===== config.mk =====
export PLATFORM = sky130hd
export DESIGN_NAME = gregorian_date_offset
export DESIGN_NICKNAME = d
export VERILOG_FILES = /design/src/rtl/gdo_pkg.sv /design/src/rtl/gregorian_date_offset.sv /design/src/rtl/gdo_year_days.sv /design/src/rtl/gdo_month_split.sv
export SDC_FILE = /design/constraint.sdc
export NUM_CORES = 2
export LEC_CHECK = 0
export BUFFER_PORTS_ARGS = -buffer_cell sky130_fd_sc_hd__buf_2
export CORE_ASPECT_RATIO = 1.75
export CORE_MARGIN = 3
export CORE_UTILIZATION = 40
export DETAILED_ROUTE_END_ITERATION = 8
export HOLD_SLACK_MARGIN = 0.15
export SLEW_MARGIN = 15
export SYNTH_ARGS = -nofsm -noshare
export SYNTH_HDL_FRONTEND = slang
export SYNTH_SLANG_ARGS = --single-unit

===== constraint.sdc =====
create_clock -name clk -period 42.8 [get_ports clk]
set_clock_uncertainty 0.05 [all_clocks]
set_input_delay 2.14 -clock clk [delete_from_list [all_inputs] [get_ports clk]]
set_output_delay 2.14 -clock clk [all_outputs]
set_load 0.03 [all_outputs]

===== src/rtl/gdo_pkg.sv =====
// shared widths, constants, types and month tables for the date offset block
package gdo_pkg;

    // calendar span
    localparam int FIRST_YEAR = 1800;
    localparam int LAST_YEAR  = 9999;

    // field widths
    localparam int DAY_W    = 5;
    localparam int MONTH_W  = 4;
    localparam int YEAR_W   = 14;
    localparam int OFF_W    = 23;
    localparam int STATUS_W = 2;
    localparam int WDAY_W   = 3;
    localparam int DCNT_W   = 22;

    // internal widths
    localparam int TOTAL_W  = 24;
    localparam int DIFF_W   = 23;
    localparam int DOY_W    = 9;
    localparam int QUART_W  = YEAR_W - 2;
    localparam int CENT_W   = 8;
    localparam int DSUM_W   = 6;

    // register stages from input to output
    localparam int PIPE_DEPTH = 12;

    // leap years before the first year, and days up to the year after the last one
    localparam int LEAPS_FIRST = (FIRST_YEAR - 1) / 4 - (FIRST_YEAR - 1) / 100
                               + (FIRST_YEAR - 1) / 400;
    localparam int DAYS_TOTAL  = 365 * (LAST_YEAR + 1 - FIRST_YEAR) + LAST_YEAR / 4
                               - LAST_YEAR / 100 + LAST_YEAR / 400 - LEAPS_FIRST;

    // x/25 as (x*2622)>>16, exact for x below 4681
    localparam logic [QUART_W-1:0] RECIP_25    = 12'd2622;
    localparam int                 RECIP_25_SH = 16;

    // year estimate as (t*11484)>>22, within one year of the true year
    localparam logic [YEAR_W-1:0]  RECIP_YEAR    = 14'd11484;
    localparam int                 RECIP_YEAR_SH = 22;

    // status codes
    localparam logic [STATUS_W-1:0] ST_OK       = 2'd0;
    localparam logic [STATUS_W-1:0] ST_BAD_DATE = 2'd1;
    localparam logic [STATUS_W-1:0] ST_RANGE    = 2'd2;

    // leap flags of the year before, the year itself and the year after
    typedef struct packed {
        logic prev;
        logic cur;
        logic next;
    } leap_t;

    // month length in days
    function automatic logic [DAY_W-1:0] month_len(input logic [MONTH_W-1:0] m,
                                                   input logic leap);
        logic [DAY_W-1:0] len;
        case (m) inside
            4'd2:                   len = leap ? 5'd29 : 5'd28;
            4'd4, 4'd6, 4'd9, 4'd11: len = 5'd30;
            default:                len = 5'd31;
        endcase
        return len;
    endfunction

    // days in the year before the first of month m
    function automatic logic [DOY_W-1:0] month_start(input logic [MONTH_W-1:0] m,
                                                     input logic leap);
        logic [DOY_W-1:0] base;
        logic             add;
        case (m)
            4'd1:    base = 9'd0;
            4'd2:    base = 9'd31;
            4'd3:    base = 9'd59;
            4'd4:    base = 9'd90;
            4'd5:    base = 9'd120;
            4'd6:    base = 9'd151;
            4'd7:    base = 9'd181;
            4'd8:    base = 9'd212;
            4'd9:    base = 9'd243;
            4'd10:   base = 9'd273;
            4'd11:   base = 9'd304;
            4'd12:   base = 9'd334;
            default: base = 9'd0;
        endcase
        add = leap && (m >= 4'd3) && (m <= 4'd12);
        return base + DOY_W'(add);
    endfunction

endpackage


===== src/rtl/gregorian_date_offset.sv =====
// Gregorian date plus signed day offset: shifted date, day count since 1 Jan 1800, weekday
// Pipeline: 12 register stages from an accepted transaction to the output register.
// Throughput: one transaction per cycle while the output is not stalled.
// A stalled output freezes the whole pipeline, so nothing is lost or repeated.
// Reset (rst_n low, asynchronous) clears all stage valid bits; no state survives between items.
module gregorian_date_offset
    import gdo_pkg::*;
(
    input  logic                       clk,
    input  logic                       rst_n,
    input  logic                       in_valid,
    output logic                       in_stall,
    input  logic [DAY_W-1:0]           day_in,
    input  logic [MONTH_W-1:0]         month_in,
    input  logic [YEAR_W-1:0]          year_in,
    input  logic signed [OFF_W-1:0]    day_offset,
    output logic                       out_valid,
    input  logic                       out_stall,
    output logic [STATUS_W-1:0]        status,
    output logic [DAY_W-1:0]           day_out,
    output logic [MONTH_W-1:0]         month_out,
    output logic [YEAR_W-1:0]          year_out,
    output logic [WDAY_W-1:0]          weekday,
    output logic [DCNT_W-1:0]          day_count
);

    logic                   en;
    logic [PIPE_DEPTH-1:0]  vld_reg;

    // stage 1
    logic                   fmt_ok_next;
    logic [DAY_W-1:0]       s1_day_reg;
    logic [MONTH_W-1:0]     s1_month_reg;
    logic signed [OFF_W-1:0] s1_off_reg;
    logic                   s1_fmt_ok_reg;
    // stage 2
    logic [DAY_W-1:0]       s2_day_reg;
    logic [MONTH_W-1:0]     s2_month_reg;
    logic signed [OFF_W-1:0] s2_off_reg;
    logic                   s2_fmt_ok_reg;
    logic [DCNT_W-1:0]      fwd_days;
    leap_t                  fwd_leap;
    // stage 3
    logic                   bad_next;
    logic [DOY_W-1:0]       doy_next;
    logic                   s3_bad_reg;
    logic [DCNT_W-1:0]      s3_days_reg;
    logic [DOY_W-1:0]       s3_doy_reg;
    logic signed [OFF_W-1:0] s3_off_reg;
    // stage 4
    logic signed [TOTAL_W-1:0] total_next;
    logic                   s4_bad_reg;
    logic signed [TOTAL_W-1:0] s4_total_reg;
    // stage 5
    logic [STATUS_W-1:0]    status_next;
    logic [STATUS_W-1:0]    s5_status_reg;
    logic [DCNT_W-1:0]      s5_t_reg;
    // stage 6
    logic [DCNT_W+YEAR_W-1:0] est_prod;
    logic [YEAR_W-1:0]      ry0_next;
    logic [DSUM_W-1:0]      dsum_next;
    logic [STATUS_W-1:0]    s6_status_reg;
    logic [DCNT_W-1:0]      s6_t_reg;
    logic [YEAR_W-1:0]      s6_ry0_reg;
    logic [DSUM_W-1:0]      s6_dsum_reg;
    // stage 7
    logic [3:0]             fold;
    logic [WDAY_W-1:0]      m7_next;
    logic [STATUS_W-1:0]    s7_status_reg;
    logic [DCNT_W-1:0]      s7_t_reg;
    logic [YEAR_W-1:0]      s7_ry0_reg;
    logic [WDAY_W-1:0]      s7_m7_reg;
    // stage 8
    logic [WDAY_W-1:0]      wday_next;
    logic [STATUS_W-1:0]    s8_status_reg;
    logic [DCNT_W-1:0]      s8_t_reg;
    logic [YEAR_W-1:0]      s8_ry0_reg;
    logic [WDAY_W-1:0]      s8_wday_reg;
    logic [DCNT_W-1:0]      inv_days;
    leap_t                  inv_leap;
    // stage 9
    logic [DIFF_W-1:0]      diff_next;
    logic [STATUS_W-1:0]    s9_status_reg;
    logic [DCNT_W-1:0]      s9_t_reg;
    logic [YEAR_W-1:0]      s9_ry0_reg;
    logic [WDAY_W-1:0]      s9_wday_reg;
    logic [DIFF_W-1:0]      s9_diff_reg;
    leap_t                  s9_leap_reg;
    // stage 10
    logic [9:0]             len_cur;
    logic [YEAR_W-1:0]      ry_next;
    logic [DOY_W-1:0]       rest_next;
    logic                   lp_next;
    logic [STATUS_W-1:0]    s10_status_reg;
    logic [DCNT_W-1:0]      s10_t_reg;
    logic [YEAR_W-1:0]      s10_ry_reg;
    logic [WDAY_W-1:0]      s10_wday_reg;
    logic [DOY_W-1:0]       s10_rest_reg;
    logic                   s10_leap_reg;
    // stage 11
    logic [STATUS_W-1:0]    s11_status_reg;
    logic [DCNT_W-1:0]      s11_t_reg;
    logic [YEAR_W-1:0]      s11_ry_reg;
    logic [WDAY_W-1:0]      s11_wday_reg;
    logic [MONTH_W-1:0]     split_month;
    logic [DAY_W-1:0]       split_day;
    // stage 12
    logic                   ok;
    logic [STATUS_W-1:0]    status_reg;
    logic [DAY_W-1:0]       day_reg;
    logic [MONTH_W-1:0]     month_reg;
    logic [YEAR_W-1:0]      year_reg;
    logic [WDAY_W-1:0]      wday_reg;
    logic [DCNT_W-1:0]      count_reg;

    // whole pipeline advances unless a result waits at the output
    assign en       = !(vld_reg[PIPE_DEPTH-1] && out_stall);
    assign in_stall = !en;

    always_ff @(posedge clk or negedge rst_n)
    begin
        if (!rst_n)
        begin
            vld_reg <= '0;
        end
        else if (en)
        begin
            vld_reg <= {vld_reg[PIPE_DEPTH-2:0], in_valid};
        end
    end

    // stage 1: field range checks
    assign fmt_ok_next = (year_in >= YEAR_W'(FIRST_YEAR)) && (year_in <= YEAR_W'(LAST_YEAR))
                      && (month_in >= 4'd1) && (month_in <= 4'd12) && (day_in != 5'd0);

    always_ff @(posedge clk)
    begin
        if (en)
        begin
            s1_day_reg    <= day_in;
            s1_month_reg  <= month_in;
            s1_off_reg    <= day_offset;
            s1_fmt_ok_reg <= fmt_ok_next;
        end
    end

    // days to the start of the input year, ready at stage 2
    gdo_year_days u_fwd_year (
        .clk  (clk),
        .en   (en),
        .year (year_in),
        .days (fwd_days),
        .leap (fwd_leap)
    );

    // stage 2: carry fields alongside the year unit
    always_ff @(posedge clk)
    begin
        if (en)
        begin
            s2_day_reg    <= s1_day_reg;
            s2_month_reg  <= s1_month_reg;
            s2_off_reg    <= s1_off_reg;
            s2_fmt_ok_reg <= s1_fmt_ok_reg;
        end
    end

    // stage 3: month length check and day of year
    assign bad_next = !(s2_fmt_ok_reg && (s2_day_reg <= month_len(s2_month_reg, fwd_leap.cur)));
    assign doy_next = month_start(s2_month_reg, fwd_leap.cur) + DOY_W'(s2_day_reg) - 9'd1;

    always_ff @(posedge clk)
    begin
        if (en)
        begin
            s3_bad_reg  <= bad_next;
            s3_days_reg <= fwd_days;
            s3_doy_reg  <= doy_next;
            s3_off_reg  <= s2_off_reg;
        end
    end

    // stage 4: signed day total
    assign total_next = $signed({2'b00, s3_days_reg}) + $signed({15'd0, s3_doy_reg})
                      + TOTAL_W'(s3_off_reg);

    always_ff @(posedge clk)
    begin
        if (en)
        begin
            s4_bad_reg   <= s3_bad_reg;
            s4_total_reg <= total_next;
        end
    end

    // stage 5: status
    always_comb
    begin
        if (s4_bad_reg)
        begin
            status_next = ST_BAD_DATE;
        end
        else if (s4_total_reg[TOTAL_W-1] || (s4_total_reg >= TOTAL_W'(DAYS_TOTAL)))
        begin
            status_next = ST_RANGE;
        end
        else
        begin
            status_next = ST_OK;
        end
    end

    always_ff @(posedge clk)
    begin
        if (en)
        begin
            s5_status_reg <= status_next;
            s5_t_reg      <= s4_total_reg[DCNT_W-1:0];
        end
    end

    // stage 6: year estimate and octal digit sum for mod 7
    assign est_prod = s5_t_reg * RECIP_YEAR;
    assign ry0_next = est_prod[RECIP_YEAR_SH +: YEAR_W] + YEAR_W'(FIRST_YEAR);

    always_comb
    begin
        dsum_next = DSUM_W'(s5_t_reg[DCNT_W-1]);
        for (int i = 0; i < DCNT_W / 3; i++)
        begin
            dsum_next = dsum_next + DSUM_W'(s5_t_reg[3*i +: 3]);
        end
    end

    always_ff @(posedge clk)
    begin
        if (en)
        begin
            s6_status_reg <= s5_status_reg;
            s6_t_reg      <= s5_t_reg;
            s6_ry0_reg    <= ry0_next;
            s6_dsum_reg   <= dsum_next;
        end
    end

    // days to the start of the estimated year, ready at stage 8
    gdo_year_days u_inv_year (
        .clk  (clk),
        .en   (en),
        .year (s6_ry0_reg),
        .days (inv_days),
        .leap (inv_leap)
    );

    // stage 7: fold digit sum into the count mod 7
    assign fold    = 4'(s6_dsum_reg[5:3]) + 4'(s6_dsum_reg[2:0]);
    assign m7_next = (fold >= 4'd7) ? WDAY_W'(fold - 4'd7) : WDAY_W'(fold);

    always_ff @(posedge clk)
    begin
        if (en)
        begin
            s7_status_reg <= s6_status_reg;
            s7_t_reg      <= s6_t_reg;
            s7_ry0_reg    <= s6_ry0_reg;
            s7_m7_reg     <= m7_next;
        end
    end

    // stage 8: weekday, day zero is a wednesday
    assign wday_next = (s7_m7_reg <= 3'd4) ? s7_m7_reg + 3'd3 : s7_m7_reg - 3'd4;

    always_ff @(posedge clk)
    begin
        if (en)
        begin
            s8_status_reg <= s7_status_reg;
            s8_t_reg      <= s7_t_reg;
            s8_ry0_reg    <= s7_ry0_reg;
            s8_wday_reg   <= wday_next;
        end
    end

    // stage 9: distance from the estimated year start
    assign diff_next = {1'b0, s8_t_reg} - {1'b0, inv_days};

    always_ff @(posedge clk)
    begin
        if (en)
        begin
            s9_status_reg <= s8_status_reg;
            s9_t_reg      <= s8_t_reg;
            s9_ry0_reg    <= s8_ry0_reg;
            s9_wday_reg   <= s8_wday_reg;
            s9_diff_reg   <= diff_next;
            s9_leap_reg   <= inv_leap;
        end
    end

    // stage 10: correct the estimate by one year either way
    assign len_cur = 10'd365 + 10'(s9_leap_reg.cur);

    always_comb
    begin
        if (s9_diff_reg[DIFF_W-1])
        begin
            ry_next   = s9_ry0_reg - 14'd1;
            rest_next = s9_diff_reg[DOY_W-1:0] + 9'd365 + DOY_W'(s9_leap_reg.prev);
            lp_next   = s9_leap_reg.prev;
        end
        else if (s9_diff_reg >= DIFF_W'(len_cur))
        begin
            ry_next   = s9_ry0_reg + 14'd1;
            rest_next = s9_diff_reg[DOY_W-1:0] - len_cur[DOY_W-1:0];
            lp_next   = s9_leap_reg.next;
        end
        else
        begin
            ry_next   = s9_ry0_reg;
            rest_next = s9_diff_reg[DOY_W-1:0];
            lp_next   = s9_leap_reg.cur;
        end
    end

    always_ff @(posedge clk)
    begin
        if (en)
        begin
            s10_status_reg <= s9_status_reg;
            s10_t_reg      <= s9_t_reg;
            s10_ry_reg     <= ry_next;
            s10_wday_reg   <= s9_wday_reg;
            s10_rest_reg   <= rest_next;
            s10_leap_reg   <= lp_next;
        end
    end

    // stage 11: month and day of month
    gdo_month_split u_split (
        .clk   (clk),
        .en    (en),
        .rest  (s10_rest_reg),
        .leap  (s10_leap_reg),
        .month (split_month),
        .day   (split_day)
    );

    always_ff @(posedge clk)
    begin
        if (en)
        begin
            s11_status_reg <= s10_status_reg;
            s11_t_reg      <= s10_t_reg;
            s11_ry_reg     <= s10_ry_reg;
            s11_wday_reg   <= s10_wday_reg;
        end
    end

    // stage 12: output register, result fields cleared on any error
    assign ok = (s11_status_reg == ST_OK);

    always_ff @(posedge clk)
    begin
        if (en)
        begin
            status_reg <= s11_status_reg;
            day_reg    <= ok ? split_day    : '0;
            month_reg  <= ok ? split_month  : '0;
            year_reg   <= ok ? s11_ry_reg   : '0;
            wday_reg   <= ok ? s11_wday_reg : '0;
            count_reg  <= ok ? s11_t_reg    : '0;
        end
    end

    assign out_valid = vld_reg[PIPE_DEPTH-1];
    assign status    = status_reg;
    assign day_out   = day_reg;
    assign month_out = month_reg;
    assign year_out  = year_reg;
    assign weekday   = wday_reg;
    assign day_count = count_reg;

endmodule


===== src/rtl/gdo_year_days.sv =====
// two-stage unit: days from the first year to 1 January of a year, plus leap flags
module gdo_year_days
    import gdo_pkg::*;
(
    input  logic              clk,
    input  logic              en,
    input  logic [YEAR_W-1:0] year,
    output logic [DCNT_W-1:0] days,
    output leap_t             leap
);

    logic [YEAR_W-1:0]       prior;
    logic [YEAR_W-1:0]       span;
    logic [DCNT_W:0]         base_full;
    logic [QUART_W-1:0]      quart_next;
    logic [2*QUART_W-1:0]    prod_next;

    logic [QUART_W-1:0]      quart_reg;
    logic [2*QUART_W-1:0]    prod_reg;
    logic [DCNT_W-1:0]       base_reg;
    logic [1:0]              plow_reg;

    logic [CENT_W-1:0]       cent;
    logic [CENT_W+4:0]       cent25;
    logic [4:0]              rem25;
    logic [DCNT_W-1:0]       leaps_rel;
    logic [DCNT_W-1:0]       days_next;
    leap_t                   leap_next;

    logic [DCNT_W-1:0]       days_reg;
    leap_t                   leap_reg;

    // stage one: quarter of (year-1), its reciprocal product and 365 days per year
    assign prior      = year - 14'd1;
    assign span       = year - YEAR_W'(FIRST_YEAR);
    assign quart_next = prior[YEAR_W-1:2];
    assign prod_next  = quart_next * RECIP_25;
    assign base_full  = span * 9'd365;

    always_ff @(posedge clk)
    begin
        if (en)
        begin
            quart_reg <= quart_next;
            prod_reg  <= prod_next;
            base_reg  <= base_full[DCNT_W-1:0];
            plow_reg  <= prior[1:0];
        end
    end

    // stage two: centuries, leap count and leap flags around the year
    assign cent      = prod_reg[RECIP_25_SH +: CENT_W];
    assign cent25    = 13'({cent, 4'b0000}) + 13'({cent, 3'b000}) + 13'(cent);
    assign rem25     = quart_reg[4:0] - cent25[4:0];
    assign leaps_rel = DCNT_W'(quart_reg) - DCNT_W'(cent) + DCNT_W'(cent[CENT_W-1:2])
                     - DCNT_W'(LEAPS_FIRST);
    assign days_next = base_reg + leaps_rel;

    always_comb
    begin
        leap_next.prev = (plow_reg == 2'd0) && ((rem25 != 5'd0) || (cent[1:0] == 2'd0));
        leap_next.cur  = (plow_reg == 2'd3) && ((rem25 != 5'd24) || (cent[1:0] == 2'd3));
        leap_next.next = (plow_reg == 2'd2) && ((rem25 != 5'd24) || (cent[1:0] == 2'd3));
    end

    always_ff @(posedge clk)
    begin
        if (en)
        begin
            days_reg <= days_next;
            leap_reg <= leap_next;
        end
    end

    assign days = days_reg;
    assign leap = leap_reg;

endmodule


===== src/rtl/gdo_month_split.sv =====
// splits a day of the year into month and day of month, one register stage
module gdo_month_split
    import gdo_pkg::*;
(
    input  logic               clk,
    input  logic               en,
    input  logic [DOY_W-1:0]   rest,
    input  logic               leap,
    output logic [MONTH_W-1:0] month,
    output logic [DAY_W-1:0]   day
);

    logic [MONTH_W-1:0] month_next;
    logic [DOY_W-1:0]   start_next;
    logic [MONTH_W-1:0] month_reg;
    logic [DOY_W-1:0]   start_reg;
    logic [DOY_W-1:0]   rest_reg;
    logic [DOY_W-1:0]   day_full;

    // last month whose first day is not past the day of the year
    always_comb
    begin : month_pick
        logic [DOY_W-1:0] st;
        month_next = 4'd1;
        start_next = '0;
        for (int k = 2; k <= 12; k++)
        begin
            st = month_start(MONTH_W'(k), leap);
            if (rest >= st)
            begin
                month_next = MONTH_W'(k);
                start_next = st;
            end
        end
    end

    always_ff @(posedge clk)
    begin
        if (en)
        begin
            month_reg <= month_next;
            start_reg <= start_next;
            rest_reg  <= rest;
        end
    end

    // day of month from the month's first day
    assign day_full = rest_reg - start_reg + 9'd1;
    assign month    = month_reg;
    assign day      = day_full[DAY_W-1:0];

endmodule


==> metrics.csv <==
stage,metric,value,unit
outcome,status,"finished, final reports clean",
global_route,grt_pass1_vias,28300,
setup_path,path_max_fanout,7,
setup_path,r2r-start,s6_ry0_reg[5],
routing,drc,0,
hold_path,min_path_cells,0,
floorplan,die_w,263,µm
routing,drt_iter0_markers,1030,
placement,globalplace.congestion,0.844,
setup_path,start_kind,input port,
logic_synthesis,seq_area_frac_synth,0.435,
global_route,grt_max_degree,134,
floorplan,die_h,456,µm
logic_synthesis,yosys.area.top_type,edfxtp_1,
timing,hold_viol,0,
logic_synthesis,synth_top_area_frac,0.424,
placement,io_buffers,101,
logic_synthesis,netlist_area,46200,µm²
floorplan,placementRows,164,
placement,dp_cells,5394,
logic_synthesis,yosysMostFrequentCell,inv_1,
logic_synthesis,ys_async_sr_fraction,0.0178,
setup_path,ff2ff_path_depth,26,
finish,diodes,0,
routing,vias,26600,
setup_path,required,43140,ps
logic_synthesis,syn_nets,4816,
setup_path,max_stage_delay,670,ps
cts,cts.path.max_buffers,3,
cts,cts_sinks,674,
finish,fin_nets,4987,
floorplan,dieArea,120000,µm²
floorplan,initial_core_util,0.404,
finish,fillers,10500,
finish,largest_reg_flops,24,
logic_synthesis,synth-seq-cells,674,
logic_synthesis,synth_area_leaders,"edfxtp_1 (42%), ha_1 (17%), fa_1 (14%)",
logic_synthesis,synth_common_cells,"inv_1 (807), edfxtp_1 (653), ha_1 (640)",
cts,clock_latency,640,ps
logic_synthesis,yosys_warnings,0,
global_route,gr-usage-all-layers,0.146,
cts,htreeDepth,3,
timing,min_period_over_period,0.200,
cts,postCtsHoldBufs,0,
timing,finalSetupTns,0,ps
routing,dr.pass1.iters,5,
setup_path,cpMostUsedCell,inv_1,
routing,drt-total-wl,85.4,mm
timing,period_needed,8540,ps
hold_path,hold_class,reg2reg,
cts,cts_resized,0,
logic_synthesis,synth-edff-count,653,
logic_synthesis,syn_avg_cell_area,12.2,µm²
finish,area_delta_synth_final,10.8,%
global_route,overflow,0,
routing,ant_nets,0,
setup_path,worstPathArrival,8880,ps
logic_synthesis,synthCells,3801,
finish,drive_gt1_frac,0.0722,
timing,grt_setup_unrepaired,false,
setup_path,r2r-end,u_inv_year.prod_reg[23],
floorplan,io_pins,102,
cts,cts-buffers-inserted,70,
cts,cts_setup_buffers,0,
cts,clk_pin_slew,70,ps
routing,wire_per_inst,15.5,µm
timing,worst_slew_pin_slew,1110,ps
setup_path,worst-setup-path-type,in2reg,
logic_synthesis,synth-main-ff-cell,edfxtp_1,
job,drv_cap,0,
timing,slew_headroom,0.253,
cts,cts_tree,done,
cts,clockRootBuffer,clkbuf_16,
timing,max_freq,0.117,GHz
floorplan,core_area,114000,µm²
global_route,grt_pass1_wl,140,mm
setup_path,critPathSlowestCell,xnor2_1,
placement,dp_hpwl,68.5,mm
hold_path,holdCritStartpoint,u_fwd_year.days[20],
timing,finalMaxSlewViolations,0,
setup_path,critPathCaptureType,flop,
logic_synthesis,synth_cell_types,76,
finish,fin_cells,5522,
global_route,grt_antenna_before_repair,2,
timing,setup_violations,0,
routing,via_per_inst,4.82,
setup_path,rrSetupSlack,35330,ps
hold_path,whs_endpoint,s3_days_reg[20],
==> worst max-delay path, delay by kind of cell <==
family / cells / cell delay (ps)
simple gates: 6 / 1650
buf+inv: 6 / 520
compound gates: 4 / 970
xor+xnor: 2 / 750
fa+ha+maj: 7 / 2820
==> worst max-delay path by stage <==
stage	start	end	slack (ps)	cells after the start
after floorplan	out_stall	in_stall	16240	3
after global placement	year_in[3]	u_fwd_year.prod_reg[23]	33670	25
after detailed placement	year_in[3]	u_fwd_year.prod_reg[23]	33600	25
after CTS	year_in[3]	u_fwd_year.prod_reg[23]	34280	25
after global routing	year_in[3]	u_fwd_year.prod_reg[23]	33840	25
final	year_in[3]	u_fwd_year.prod_reg[23]	34260	25
==> metal layers <==
| layer | global-route usage | up-vias | share of wire |
|---|---|---|---|
| met5 | 0 | - | 0.00023 |
| met4 | 0.0596 | 2 | 0.036 |
| met1 | 0.136 | 13000 | 0.34 |
| met2 | 0.309 | 312 | 0.60 |
| li1 | - | 13100 | - |
| met3 | 0.0166 | 146 | 0.024 |
==> kinds of logic (layout without fill, tap and decap cells) <==
family / count (synthesis) / in the layout / share of synthesized area
adder cells (fa/ha/maj): 965 / 965 / 0.314
buffers and inverters: 835 / 1062 / 0.0679
flip-flops: 674 / 674 / 0.435
AND/OR/NAND/NOR: 575 / 575 / 0.0625
AO/OA/AOI/OAI: 455 / 455 / 0.0631
XOR/XNOR: 270 / 270 / 0.0512
multiplexers: 27 / 27 / 0.00628
==> per-stage QoR <==
stage,cell area (µm²),hold WS [ps],setup WS [ps],utilization
floorplan,46200,350,16240,-
global placement,48700,350,33670,0.426
detailed placement,48700,355,33600,0.426
CTS,51200,333,34280,0.448
global route,51200,337,33840,0.448
finish,51200,337,34260,0.448
==> placed cells by master (no fill, tap or decap), types with 11 or more instances in the layout <==
| master | count |
|---|---|
| nand3_1 | 42 |
| nand2_1 | 114 |
| and3_1 | 13 |
| nor4_1 | 11 |
| or3_1 | 12 |
| o21bai_1 | 26 |
| ha_1 | 640 |
| edfxtp_1 | 653 |
| o21a_1 | 28 |
| xor2_1 | 73 |
| fa_1 | 325 |
| nor2b_1 | 31 |
| nor2_1 | 160 |
| buf_2 | 101 |
| o21ai_0 | 111 |
| mux2_2 | 16 |
| xnor2_1 | 197 |
| dfrtp_1 | 12 |
| a21oi_1 | 129 |
| a21o_1 | 44 |
| inv_1 | 807 |
| and2_1 | 53 |
| nor3_1 | 52 |
| clkbuf_16 | 71 |
| buf_4 | 24 |
| a21boi_0 | 15 |
| nand2b_1 | 31 |
| bufinv_16 | 11 |
| a31oi_1 | 15 |
==> final cells by class <==
class / instances / area, µm² / share of cell area
Multi-Input combinational cell: 2292 / 23000 / 0.449
Sequential cell: 674 / 20100 / 0.393
Inverter: 808 / 3030 / 0.0593
Tap cell: 1494 / 1870 / 0.0365
Clock buffer: 76 / 1800 / 0.0351
Timing Repair Buffer: 126 / 706 / 0.0138
Clock inverter: 52 / 693 / 0.0135
Power is left out: the tool's default activity adds up to more than one toggle a clock period on the data nets, which glitch-free logic cannot reach.
